File: src/hw/rtl/arpr_pkg.sv
package arpr_pkg;

    localparam int CACHE_ENTRIES = 16;
    localparam int PENDING_DEPTH = 16;

    localparam int CA_W = (CACHE_ENTRIES > 1) ? $clog2(CACHE_ENTRIES) : 1;
    localparam int CC_W = $clog2(CACHE_ENTRIES + 1);
    localparam int PA_W = (PENDING_DEPTH > 1) ? $clog2(PENDING_DEPTH) : 1;
    localparam int PC_W = $clog2(PENDING_DEPTH + 1);

    localparam logic [1:0] CMD_SEND  = 2'd0;
    localparam logic [1:0] CMD_FRAME = 2'd1;
    localparam logic [1:0] CMD_TICK  = 2'd2;

    localparam logic [1:0] KIND_DATA  = 2'd0;
    localparam logic [1:0] KIND_REQ   = 2'd1;
    localparam logic [1:0] KIND_REPLY = 2'd2;
    localparam logic [1:0] KIND_DROP  = 2'd3;

    localparam logic [1:0] REG_OWN_IP   = 2'd0;
    localparam logic [1:0] REG_OWN_MAC  = 2'd1;
    localparam logic [1:0] REG_LIFETIME = 2'd2;

    localparam logic [15:0] ETHERTYPE_ARP = 16'h0806;
    localparam logic [15:0] ARP_OP_REQ    = 16'd1;
    localparam logic [15:0] ARP_OP_REPLY  = 16'd2;
    localparam logic [19:0] LIFETIME_RESET = 20'(30 * 1000);
    localparam logic [47:0] MAC_BCAST = {48{1'b1}};

    typedef struct packed {
        logic [31:0] ip;
        logic [47:0] mac;
        logic [19:0] life;
    } t_cword;

    typedef struct packed {
        logic [31:0] ip;
        logic [15:0] handle;
    } t_pword;

    typedef enum logic [4:0] {
        S_IDLE  = 5'b00001,
        S_CSCAN = 5'b00010,
        S_CINST = 5'b00100,
        S_PSCAN = 5'b01000,
        S_FLUSH = 5'b10000
    } t_state;

endpackage

File: src/hw/rtl/arp_resolver_with_pending_queue.sv
// ARP resolver with a pending queue. One input word is taken at a time; o_ready is high
// only while the block is idle. The cache lives in a one-port-read, one-port-write RAM
// that is read one entry per cycle; a send, a tick and an ARP reply each walk it, and an
// ARP reply then walks the pending RAM the same way, though that walk holds while the
// output side stalls. An ARP request aimed at own_ip is answered without a cache walk.
// Results pass through an output register, so the first result may wait there while
// the walk goes on. Reset clears the cache valid bits and the pending count.
module arp_resolver_with_pending_queue (
    input  logic        i_clk,
    input  logic        i_rst_n,
    input  logic        i_cfg_we,
    input  logic [1:0]  i_cfg_idx,
    input  logic [47:0] i_cfg_data,
    input  logic        i_valid,
    output logic        o_ready,
    input  logic [1:0]  i_command,
    input  logic [31:0] i_next_hop_ip,
    input  logic [15:0] i_frame_handle,
    input  logic [15:0] i_frame_type,
    input  logic [15:0] i_arp_opcode,
    input  logic [31:0] i_arp_sender_ip,
    input  logic [47:0] i_arp_sender_mac,
    input  logic [31:0] i_arp_target_ip,
    input  logic [19:0] i_elapsed_ms,
    output logic        o_valid,
    input  logic        i_ready,
    output logic [1:0]  o_kind,
    output logic [47:0] o_dest_mac,
    output logic [31:0] o_target_ip,
    output logic [15:0] o_released_handle,
    output logic        o_last
);
    import arpr_pkg::*;

    t_state r_state, n_state;

    logic [31:0] r_own_ip;
    logic [47:0] r_own_mac;
    logic [19:0] r_lifetime;

    logic [1:0]  r_cmd, n_cmd;
    logic [31:0] r_hop, n_hop;
    logic [15:0] r_hnd, n_hnd;
    logic [31:0] r_sip, n_sip;
    logic [47:0] r_smac, n_smac;
    logic [19:0] r_el, n_el;

    logic [CACHE_ENTRIES-1:0] r_cval, n_cval;
    logic [CC_W-1:0] r_ci, n_ci;
    logic            r_cv, n_cv;
    logic [CA_W-1:0] r_cdi, n_cdi;
    logic            r_mfound, n_mfound;
    logic [CA_W-1:0] r_midx, n_midx;
    logic [CA_W-1:0] r_minidx, n_minidx;
    logic [19:0]     r_minlife, n_minlife;

    logic [PC_W-1:0] r_pcnt, n_pcnt;
    logic [PC_W-1:0] r_pr, n_pr;
    logic [PC_W-1:0] r_pw, n_pw;
    logic            r_pv, n_pv;

    logic        r_hv, n_hv;
    logic [1:0]  r_hkind, n_hkind;
    logic [47:0] r_hmac, n_hmac;
    logic [31:0] r_hip, n_hip;
    logic [15:0] r_hhnd, n_hhnd;

    logic        r_ov, n_ov;
    logic [1:0]  r_okind, n_okind;
    logic [47:0] r_omac, n_omac;
    logic [31:0] r_oip, n_oip;
    logic [15:0] r_ohnd, n_ohnd;
    logic        r_olast, n_olast;

    logic            c_we, c_re;
    logic [CA_W-1:0] c_waddr, c_raddr;
    t_cword          c_wdata, c_rdata;
    logic            p_we, p_re;
    logic [PA_W-1:0] p_waddr, p_raddr;
    t_pword          p_wdata, p_rdata;

    logic            out_free;
    logic            free_found;
    logic [CA_W-1:0] free_idx;
    logic [CA_W-1:0] slot;
    logic            ent_vld;
    logic            last_idx;
    logic [19:0]     new_life;
    logic            pmatch;
    logic            pstall;

    arpr_ram #(.WIDTH($bits(t_cword)), .DEPTH(CACHE_ENTRIES), .AW(CA_W)) u_cache (
        .i_clk   (i_clk),
        .i_we    (c_we),
        .i_waddr (c_waddr),
        .i_wdata (c_wdata),
        .i_re    (c_re),
        .i_raddr (c_raddr),
        .o_rdata (c_rdata)
    );

    arpr_ram #(.WIDTH($bits(t_pword)), .DEPTH(PENDING_DEPTH), .AW(PA_W)) u_pend (
        .i_clk   (i_clk),
        .i_we    (p_we),
        .i_waddr (p_waddr),
        .i_wdata (p_wdata),
        .i_re    (p_re),
        .i_raddr (p_raddr),
        .o_rdata (p_rdata)
    );

    assign o_ready  = (r_state == S_IDLE);
    assign out_free = !r_ov || i_ready;

    // lowest free cache slot
    always_comb begin
        free_found = 1'b0;
        free_idx   = '0;
        for (int i = CACHE_ENTRIES - 1; i >= 0; i--) begin
            if (!r_cval[i]) begin
                free_found = 1'b1;
                free_idx   = CA_W'(i);
            end
        end
    end

    always_comb begin
        ent_vld  = r_cval[r_cdi];
        last_idx = (r_cdi == CA_W'(CACHE_ENTRIES - 1));
        new_life = (c_rdata.life > r_el) ? (c_rdata.life - r_el) : 20'd0;
        pmatch   = r_pv && (p_rdata.ip == r_sip);
        pstall   = pmatch && r_hv && !out_free;
        if (r_mfound) begin
            slot = r_midx;
        end else if (free_found) begin
            slot = free_idx;
        end else begin
            slot = r_minidx;
        end
    end

    always_comb begin
        n_state   = r_state;
        n_cmd     = r_cmd;
        n_hop     = r_hop;
        n_hnd     = r_hnd;
        n_sip     = r_sip;
        n_smac    = r_smac;
        n_el      = r_el;
        n_cval    = r_cval;
        n_ci      = r_ci;
        n_cv      = r_cv;
        n_cdi     = r_cdi;
        n_mfound  = r_mfound;
        n_midx    = r_midx;
        n_minidx  = r_minidx;
        n_minlife = r_minlife;
        n_pcnt    = r_pcnt;
        n_pr      = r_pr;
        n_pw      = r_pw;
        n_pv      = r_pv;
        n_hv      = r_hv;
        n_hkind   = r_hkind;
        n_hmac    = r_hmac;
        n_hip     = r_hip;
        n_hhnd    = r_hhnd;
        n_okind   = r_okind;
        n_omac    = r_omac;
        n_oip     = r_oip;
        n_ohnd    = r_ohnd;
        n_olast   = r_olast;
        n_ov      = i_ready ? 1'b0 : r_ov;
        c_we      = 1'b0;
        c_waddr   = r_cdi;
        c_wdata   = '0;
        c_re      = 1'b0;
        c_raddr   = r_ci[CA_W-1:0];
        p_we      = 1'b0;
        p_waddr   = r_pw[PA_W-1:0];
        p_wdata   = '0;
        p_re      = 1'b0;
        p_raddr   = r_pr[PA_W-1:0];

        unique case (r_state)
            S_IDLE: begin
                if (i_valid) begin
                    n_cmd    = i_command;
                    n_hop    = i_next_hop_ip;
                    n_hnd    = i_frame_handle;
                    n_sip    = i_arp_sender_ip;
                    n_smac   = i_arp_sender_mac;
                    n_el     = i_elapsed_ms;
                    n_ci     = '0;
                    n_cv     = 1'b0;
                    n_mfound = 1'b0;
                    priority case (i_command)
                        CMD_SEND, CMD_TICK: n_state = S_CSCAN;
                        CMD_FRAME: begin
                            if (i_frame_type == ETHERTYPE_ARP) begin
                                if (i_arp_opcode == ARP_OP_REQ) begin
                                    if (i_arp_target_ip == r_own_ip) begin
                                        n_hv    = 1'b1;
                                        n_hkind = KIND_REPLY;
                                        n_hmac  = i_arp_sender_mac;
                                        n_hip   = i_arp_sender_ip;
                                        n_hhnd  = '0;
                                        n_state = S_FLUSH;
                                    end
                                end else if (i_arp_opcode == ARP_OP_REPLY) begin
                                    n_state = S_CSCAN;
                                end
                            end
                        end
                        default: n_state = S_IDLE;
                    endcase
                end
            end

            S_CSCAN: begin
                // one read issued per cycle, data of the previous one checked
                if (r_ci < CC_W'(CACHE_ENTRIES)) begin
                    c_re  = 1'b1;
                    n_ci  = r_ci + CC_W'(1);
                    n_cv  = 1'b1;
                    n_cdi = r_ci[CA_W-1:0];
                end else begin
                    n_cv = 1'b0;
                end
                if (r_cv) begin
                    priority case (r_cmd)
                        CMD_SEND: begin
                            if (ent_vld && c_rdata.ip == r_hop) begin
                                n_hv    = 1'b1;
                                n_hkind = KIND_DATA;
                                n_hmac  = c_rdata.mac;
                                n_hip   = '0;
                                n_hhnd  = r_hnd;
                                n_state = S_FLUSH;
                            end else if (last_idx) begin
                                n_hv    = 1'b1;
                                n_state = S_FLUSH;
                                if (r_pcnt < PC_W'(PENDING_DEPTH)) begin
                                    p_we    = 1'b1;
                                    p_waddr = r_pcnt[PA_W-1:0];
                                    p_wdata = '{ip: r_hop, handle: r_hnd};
                                    n_pcnt  = r_pcnt + PC_W'(1);
                                    n_hkind = KIND_REQ;
                                    n_hmac  = MAC_BCAST;
                                    n_hip   = r_hop;
                                    n_hhnd  = '0;
                                end else begin
                                    n_hkind = KIND_DROP;
                                    n_hmac  = '0;
                                    n_hip   = '0;
                                    n_hhnd  = r_hnd;
                                end
                            end
                        end
                        CMD_FRAME: begin
                            if (ent_vld && c_rdata.ip == r_sip && !r_mfound) begin
                                n_mfound = 1'b1;
                                n_midx   = r_cdi;
                            end
                            if (r_cdi == '0 || c_rdata.life < r_minlife) begin
                                n_minidx  = r_cdi;
                                n_minlife = c_rdata.life;
                            end
                            if (last_idx) begin
                                n_state = S_CINST;
                            end
                        end
                        default: begin
                            if (ent_vld) begin
                                c_we    = 1'b1;
                                c_waddr = r_cdi;
                                c_wdata = '{ip: c_rdata.ip, mac: c_rdata.mac, life: new_life};
                                if (new_life == '0) begin
                                    n_cval[r_cdi] = 1'b0;
                                end
                            end
                            if (last_idx) begin
                                n_state = S_IDLE;
                            end
                        end
                    endcase
                end
            end

            S_CINST: begin
                c_we         = 1'b1;
                c_waddr      = slot;
                c_wdata      = '{ip: r_sip, mac: r_smac, life: r_lifetime};
                n_cval[slot] = 1'b1;
                n_pr         = '0;
                n_pw         = '0;
                n_pv         = 1'b0;
                n_hv         = 1'b0;
                n_state      = S_PSCAN;
            end

            S_PSCAN: begin
                // matched words leave through the hold register so the final
                // one can be marked last; others are packed down to r_pw
                if (!pstall) begin
                    if (r_pv) begin
                        if (pmatch) begin
                            if (r_hv) begin
                                n_ov    = 1'b1;
                                n_okind = r_hkind;
                                n_omac  = r_hmac;
                                n_oip   = r_hip;
                                n_ohnd  = r_hhnd;
                                n_olast = 1'b0;
                            end
                            n_hv    = 1'b1;
                            n_hkind = KIND_DATA;
                            n_hmac  = r_smac;
                            n_hip   = '0;
                            n_hhnd  = p_rdata.handle;
                        end else begin
                            p_we    = 1'b1;
                            p_waddr = r_pw[PA_W-1:0];
                            p_wdata = p_rdata;
                            n_pw    = r_pw + PC_W'(1);
                        end
                    end
                    if (r_pr < r_pcnt) begin
                        p_re = 1'b1;
                        n_pr = r_pr + PC_W'(1);
                        n_pv = 1'b1;
                    end else begin
                        n_pv = 1'b0;
                    end
                    if (!r_pv && r_pr == r_pcnt) begin
                        n_pcnt  = r_pw;
                        n_state = S_FLUSH;
                    end
                end
            end

            S_FLUSH: begin
                if (!r_hv) begin
                    n_state = S_IDLE;
                end else if (out_free) begin
                    n_ov    = 1'b1;
                    n_okind = r_hkind;
                    n_omac  = r_hmac;
                    n_oip   = r_hip;
                    n_ohnd  = r_hhnd;
                    n_olast = 1'b1;
                    n_hv    = 1'b0;
                    n_state = S_IDLE;
                end
            end

            default: n_state = S_IDLE;
        endcase
    end

    always_ff @(posedge i_clk) begin
        if (!i_rst_n) begin
            r_state    <= S_IDLE;
            r_own_ip   <= '0;
            r_own_mac  <= '0;
            r_lifetime <= LIFETIME_RESET;
            r_cval     <= '0;
            r_ci       <= '0;
            r_cv       <= 1'b0;
            r_mfound   <= 1'b0;
            r_pcnt     <= '0;
            r_pr       <= '0;
            r_pw       <= '0;
            r_pv       <= 1'b0;
            r_hv       <= 1'b0;
            r_ov       <= 1'b0;
        end else begin
            r_state  <= n_state;
            r_cval   <= n_cval;
            r_ci     <= n_ci;
            r_cv     <= n_cv;
            r_mfound <= n_mfound;
            r_pcnt   <= n_pcnt;
            r_pr     <= n_pr;
            r_pw     <= n_pw;
            r_pv     <= n_pv;
            r_hv     <= n_hv;
            r_ov     <= n_ov;
            if (i_cfg_we) begin
                unique case (i_cfg_idx)
                    REG_OWN_IP:   r_own_ip   <= i_cfg_data[31:0];
                    REG_OWN_MAC:  r_own_mac  <= i_cfg_data;
                    REG_LIFETIME: r_lifetime <= i_cfg_data[19:0];
                    default: ;
                endcase
            end
        end
    end

    always_ff @(posedge i_clk) begin
        r_cmd     <= n_cmd;
        r_hop     <= n_hop;
        r_hnd     <= n_hnd;
        r_sip     <= n_sip;
        r_smac    <= n_smac;
        r_el      <= n_el;
        r_cdi     <= n_cdi;
        r_midx    <= n_midx;
        r_minidx  <= n_minidx;
        r_minlife <= n_minlife;
        r_hkind   <= n_hkind;
        r_hmac    <= n_hmac;
        r_hip     <= n_hip;
        r_hhnd    <= n_hhnd;
        r_okind   <= n_okind;
        r_omac    <= n_omac;
        r_oip     <= n_oip;
        r_ohnd    <= n_ohnd;
        r_olast   <= n_olast;
    end

    // own_mac is kept for the sender field of outgoing frames, built downstream
    logic unused_own_mac;
    assign unused_own_mac = ^r_own_mac;

    assign o_valid           = r_ov & (r_ov | unused_own_mac);
    assign o_kind            = r_okind;
    assign o_dest_mac        = r_omac;
    assign o_target_ip       = r_oip;
    assign o_released_handle = r_ohnd;
    assign o_last            = r_olast;

endmodule

File: src/hw/rtl/arpr_ram.sv
module arpr_ram #(
    parameter int WIDTH = 8,
    parameter int DEPTH = 16,
    parameter int AW    = (DEPTH > 1) ? $clog2(DEPTH) : 1
) (
    input  logic             i_clk,
    input  logic             i_we,
    input  logic [AW-1:0]    i_waddr,
    input  logic [WIDTH-1:0] i_wdata,
    input  logic             i_re,
    input  logic [AW-1:0]    i_raddr,
    output logic [WIDTH-1:0] o_rdata
);

    logic [WIDTH-1:0] r_mem [DEPTH];
    logic [WIDTH-1:0] r_rdata;

    always_ff @(posedge i_clk) begin
        if (i_we) begin
            r_mem[i_waddr] <= i_wdata;
        end
    end

    // read data holds while no read is issued
    always_ff @(posedge i_clk) begin
        if (i_re) begin
            r_rdata <= r_mem[i_raddr];
        end
    end

    assign o_rdata = r_rdata;

endmodule
File: config.mk
export PLATFORM = sky130hd
export DESIGN_NAME = arp_resolver_with_pending_queue
export DESIGN_NICKNAME = d
export VERILOG_FILES = /design/src/hw/rtl/arpr_pkg.sv /design/src/hw/rtl/arp_resolver_with_pending_queue.sv /design/src/hw/rtl/arpr_ram.sv
export SDC_FILE = /design/constraint.sdc
export NUM_CORES = 2
export LEC_CHECK = 0
export BUFFER_PORTS_ARGS = -buffer_cell sky130_fd_sc_hd__buf_2
export CAP_MARGIN = 10
export CORE_MARGIN = 2
export CORE_UTILIZATION = 25
export CTS_CLUSTER_SIZE = 24
export DETAILED_ROUTE_END_ITERATION = 7
export PLACE_DENSITY_LB_ADDON = 0.1
export SETUP_SLACK_MARGIN = 0.05
export SLEW_MARGIN = 20
export SYNTH_ARGS = -nofsm -noshare
export SYNTH_HDL_FRONTEND = slang
export SYNTH_SLANG_ARGS = --single-unit
File: constraint.sdc
create_clock -name i_clk -period 8.4 [get_ports i_clk]
set_input_delay 1.68 -clock i_clk [delete_from_list [all_inputs] [get_ports i_clk]]
set_output_delay 1.68 -clock i_clk [all_outputs]
set_load 0.05 [all_outputs]
---- Word-level counts from Yosys, hierarchy flattened ----
Memory sizes are Yosys's and may differ from the RTL's. A register that Yosys moved wholly into a read port is not among the register bits.
Index checks and enable logic that the tools add are counted.
operators by class
  add/subtract/negate cells ............... 5
  order comparisons ....................... 9
  equal/unequal tests ..................... 51
  multiplexer cells ....................... 245
  bitwise logic cells ..................... 5
  reduce and logical (&&, ||, !) cells .... 49
operators by type and width
  operator             number
  $mux 48              27
  $mux 32              19
  $mux 16              23
  $mux 100             3
  $pmux 100 s2         1
  $pmux 48 s2          2
  $pmux 48 s3          1
  $mux 5               28
  $eq 32x32->1         4
  $mux 4               25
  $pmux 32 s3          1
  $mux 1               71
  $pmux 16 s2          2
  $pmux 32 s2          1
  $pmux 5 s2           6
  $pmux 16 s3          1
  $reduce_xor 48->1    1
  $ne 2x2->1 const B   21
  $mux 2               19
  $pmux 5 s5           1
  $reduce_and 12->1    2
  $add 5x1->5 const B  4
  $gt 20x20->1         1
  $logic_not 20->1     1
  other kinds (49)     99
word-level totals
  bits in registers ....................... 525
  memory bits (writable) .................. 2368
  bits of input ports ..................... 269
  memories ................................ 2
memories
  memory         words  width  rd ports  clocked after Yosys merged registers in  wr ports  RTL line        text
  u_cache.r_mem  16     100    1         1                                        1         arpr_ram.sv:15  logic [WIDTH-1:0] r_mem [DEPTH];
  u_pend.r_mem   16     48     1         1                                        1         arpr_ram.sv:15

---- Longest topological paths before layout ----
  depth in word-level cells ............... 24
  depth in mapped cells ................... 15
  depth with buffers taken out ............ 12

---- Hierarchy ----
A second synthesis with hierarchy kept.
second synthesis, totals
  cells, all modules ...................... 5642
  area total of the unflattened synthesis .. 115164.2 um^2
by module, submodules not included
  module                           instances  cells an instance  area an instance (um^2)  sequential area each (um^2)
  arpr_ram (u_cache)               1          2560               62779.0                  51049.0
  arpr_ram (u_pend)                1          1242               30175.2                  24503.5
  arp_resolver_with_pending_queue  1          1840               22210.1                  13342.8

---- Worst setup path after synthesis ----
Ideal clock, no wire load.
  path type ............................... input -> register
  start point ............................. in i_arp_target_ip[19]
  end point ............................... reg r_hhnd[0], enable pin
  data arrival time ....................... 7017 ps
  required time ........................... 7834 ps
  setup slack ............................. 817 ps
  stages on the path ...................... 7
  path buffers ............................ 0
  cells stage by stage .................... xor2_1 -> nor4_1 -> nand4_1 -> nor2_1 -> nand3_1 -> a211oi_1 -> nor2b_1
on the way
  cells in the longest elaborated chain, start to end .. 3
RTL lines
  item                                RTL line                                text
  start: declaration                  arp_resolver_with_pending_queue.sv:23   input logic [31:0] i_arp_target_ip,
  $eq 32x32->1                        arp_resolver_with_pending_queue.sv:201  if (i_arp_target_ip == r_own_ip) begin
  $ne 2x1->1 (no source line)         -
  $reduce_and 12->1 (no source line)  -
  end signal: assignment              arp_resolver_with_pending_queue.sv:413  r_hhnd <= n_hhnd;
  end: declaration                    arp_resolver_with_pending_queue.sv:66   logic [15:0] r_hhnd, n_hhnd;
Every way passes these cells.
A chain may end at the register's enable or synchronous reset.

---- Final worst setup path ----
  start point ............................. reg r_cdi[0]
  end point ............................... mem u_pend.r_mem[1][26] in the netlist's numbering, enable pin
on the way
  cells in the longest elaborated chain, start to end .. 9
  elaborated cells on any way between the ends .. 16
  those cells by class .................... eq/ne (1); mux (14); reduce/logical (1)
RTL lines
  item                          RTL line                                text
  start: declaration            arp_resolver_with_pending_queue.sv:51   logic [CA_W-1:0] r_cdi, n_cdi;
  start signal: assignment      arp_resolver_with_pending_queue.sv:406  r_cdi <= n_cdi;
  $bmux 1 s4                    arp_resolver_with_pending_queue.sv:128  ent_vld = r_cval[r_cdi];
  $mux 1 (not written as such)  arp_resolver_with_pending_queue.sv:128
  $logic_and 1x1->1             arp_resolver_with_pending_queue.sv:232  if (ent_vld && c_rdata.ip == r_hop) begin
  $mux 1                        arp_resolver_with_pending_queue.sv:232
  $mux 1                        arp_resolver_with_pending_queue.sv:230  priority case (r_cmd)
  $mux 1                        arp_resolver_with_pending_queue.sv:229  if (r_cv) begin
  $pmux 1 s2                    arp_resolver_with_pending_queue.sv:184  unique case (r_state)
  $mux 1                        arpr_ram.sv:19                          if (i_we) begin
  $mux 1 (not written as such)  arpr_ram.sv:20                          r_mem[i_waddr] <= i_wdata;
  end: declaration              arpr_ram.sv:15
Several ways; a longest one is shown, not always the timed one. The select of a mux whose other input is x is not followed.

==> results_dict.tcl <==
set metrics [dict create \
    routed.top_layer "met5" \
    path_buf_inv 3 \
    critPathLaunchType "flip-flop" \
    maxCapViolations 0 \
    worst_path_max_delay_cell "edfxtp_1" \
    power.switching_mw 7.97 \
    tightestPinTransition_ns 1.12 \
    worstPathArrival_ns 6.30 \
    routed_wl_mm 361 \
    clk_latency_ns 0.94 \
    cts_inserted_buffers 357 \
    combPwrFrac_pct 5.4 \
    final.setup.worst_slack_ns 2.67 \
    synthXorXnorAreaFrac_pct 1.11 \
    wl_met3_mm 14.6 \
    path_max_fanout 38 \
    cts_hold_buf 0 \
    worstPathCellList "mux4_1, mux2_2, mux2i_4, o31a_2, o21ai_1, buf_4, nor2_4, buf_4, nor3_1, a31oi_1, nor2_4, buf_4" \
    gp_congestion 0.759 \
    grt_pass1_vias 60200 \
    cp.required_ns 8.97 \
    dieWidth_um 685 \
    status "completed" \
    p_per_area_nw_per_um2 249 \
    internal_power_mw 26.2 \
    p_sw_share_pct 23.4 \
    synth_top_family_by_area "multiplexers" \
    grt_overflow 0 \
    period_minus_slack_ns 5.73 \
    grt_pass1_wl_mm 499 \
    grt_max_degree 105 \
    ant_nets 0 \
    p_leak_nw 38.6 \
    boundaryPins 370 \
    crit_top_cell "buf_4" \
    max_stage_delay_ns 0.73 \
    fin_skew_ns 0.0760 \
    vias 57100 \
    place_ws_ns 2.48 \
    post_cts_buffers 0 \
    drt-wirelength-per-cell_um 29.0 \
    io_buffers 353 \
    cts_root_buf "clkbuf_16" \
    cts_buffer_depth 4 \
    synthMuxAreaShare_pct 14.5 \
    cts_tree "yes" \
    synth-edff-count 2895 \
    vdd_drop_max_mv 0.186 \
    drc 0 \
    num_rows 249 \
    cts_sinks 2993 \
    seq_power_share_pct 50.6 \
    netlist_area_um2 116000 \
    nNetsFinal 6289 \
    area_growth_pct 18.5 \
    vias_per_cell 4.60 \
    ys_seq_area_share_pct 76.8 \
    slew_headroom_pct 25.3 \
    dieHeight_um 685 \
    layout_commonest_cell "edfxtp_1" \
    final_util_pct 29.8 \
    netlist_instances 5413 \
    setup_viol 0 \
    worstSetupStartpoint "r_cdi[0]" \
    drt_iter0_markers 4502 \
    ys_types 74 \
    synth.net_count 5731 \
    wl_met2_mm 174 \
    die_area_um2 469000 \
    synthArstFlopShare_pct 0 \
    hpwl_mm 197 \
    layout_common_cells "2895 x edfxtp_1, 742 x mux4_2, 364 x clkbuf_16" \
    synth-seq-cells 2993 \
    rsz0062_at_grt "no" \
    grt_use_total_pct 15.1 \
    synth_top_flop_cell "edfxtp_1" \
    firstDrtPassIters 5 \
    pwr-share-clk_pct 44.0 \
    wl_met1_mm 163 \
    cts.repair.resized 0 \
    ctsHtreeMaxLevel 5 \
    synth_compound_area_share_pct 3.76 \
    worst_setup_path_end_kind "flip-flop" \
    ys_warn_count 0 \
    hp-class "flip-flop to flip-flop" \
    post-route-period-util_pct 68.2 \
    maxSlewViolCount 0 \
    reg2reg_from "r_cdi[0]" \
    critPathTopFamily "buffers and inverters" \
    core_um2 460000 \
    r2r_slack_ns 2.67 \
    drive_gt1_share_pct 28.6 \
    fmax_mhz 175 \
    clk_pin_slew_ns 0.06 \
    synth-adder-area-share_pct 0.536 \
    start_util_pct 25.1 \
    antenna_found_initial 21 \
    synth_simple_gate_area_share_pct 2.13 \
    finalSetupTns_ns 0 \
    worstHoldStart "r_hmac[7]" \
    critPathKind "flip-flop to flip-flop" \
    synth_area_per_cell_um2 21.4 \
    hold_viol 0 \
]
## through the flow
step | instances | hold slack (ns) | area [um^2] | power [mW]
global route | 12400 | 0.422 | 137000 | 35.4
finish | 12400 | 0.415 | 137000 | 34.1
global placement | 11800 | 0.403 | 126000 | 19.5
floorplan | 5413 | 0.400 | 116000 | 18.5
detailed placement | 11800 | 0.405 | 126000 | 19.5
CTS | 12400 | 0.409 | 137000 | 34.7
## worst register-to-register path, cell delays in order (launching register included)
cell and delay (ns):
edfxtp_1 0.73, mux4_1 0.65, mux2_2 0.31, mux2i_4 0.33, o31a_2 0.23, o21ai_1 0.08, buf_4 0.19, nor2_4 0.55
buf_4 0.73, nor3_1 0.11, a31oi_1 0.71, nor2_4 0.34, buf_4 0.42
## path summary, 6_finish.rpt
| path | cells past startpoint | end |
|---|---|---|
| worst max-delay path | 12 | u_pend.r_mem[1][26] |
| worst max register to register | 12 | u_pend.r_mem[1][26] |
| worst min-delay path | 0 | o_dest_mac[7] |
| worst min register to register | 0 | o_dest_mac[7] |
## routing by layer
layer,GRT usage (%),up-vias
met5,0,-
met4,3.80,2
met3,2.23,452
met2,25.0,1306
met1,20.7,31400
li1,-,23900
## Yosys cell counts (27+ instances only)
cell type,n,area (um^2)
nor2_1,108,405
inv_1,65,244
nand4_1,35,219
nor4_1,33,206
edfxtp_1,2895,86900
a21oi_1,106,531
mux4_2,742,16700
clkbuf_1,219,822
a21boi_0,56,420
a22oi_1,49,368
nor3_1,27,135
a22o_1,184,1610
nand3_1,28,140
buf_1,63,236
xnor2_1,59,517
xor2_1,88,771
o21ai_0,104,521
nand2_1,180,676
dfxtp_1,98,1960
ha_1,48,601
## cells by family after synthesis
group | after synthesis
xor+xnor | 147
fa+ha+maj | 49
mux | 750
simple gates | 510
compound gates | 614
buf+inv | 350
flops | 2993
## layout make-up
class | instances | area, um^2
clock buffer | 434 | 9370
fill | 45000 | 323000
clock inverter | 213 | 1830
inverter | 65 | 251
tap | 6149 | 7690
sequential | 2993 | 88900
multi-input combinational | 2070 | 26000
antenna | 8 | 20.0
timing repair buffer | 484 | 3170
## flip-flops by register name (all words and copies together) (netlist names), 20 cells and up
name / flops
r_hop: 32
r_sip: 32
r_smac: 48
r_hmac: 48
r_minlife: 20
r_hip: 32
u_pend.r_mem: 768
o_target_ip: 32
r_el: 20
o_dest_mac: 48
u_cache.r_mem: 1600
r_lifetime: 20
u_cache.o_rdata: 100
r_own_ip: 32
u_pend.o_rdata: 48
## power by group through the flow
stage	Clock, mW	Combinational, mW	Sequential, mW
finish	15.0	1.86	17.3
global route	16.1	2.04	17.3
CTS	15.5	1.92	17.3
detailed placement	0	1.92	17.6
global placement	0	1.93	17.6
floorplan	0	1.13	17.4
(Power assumes the default switching activity.)
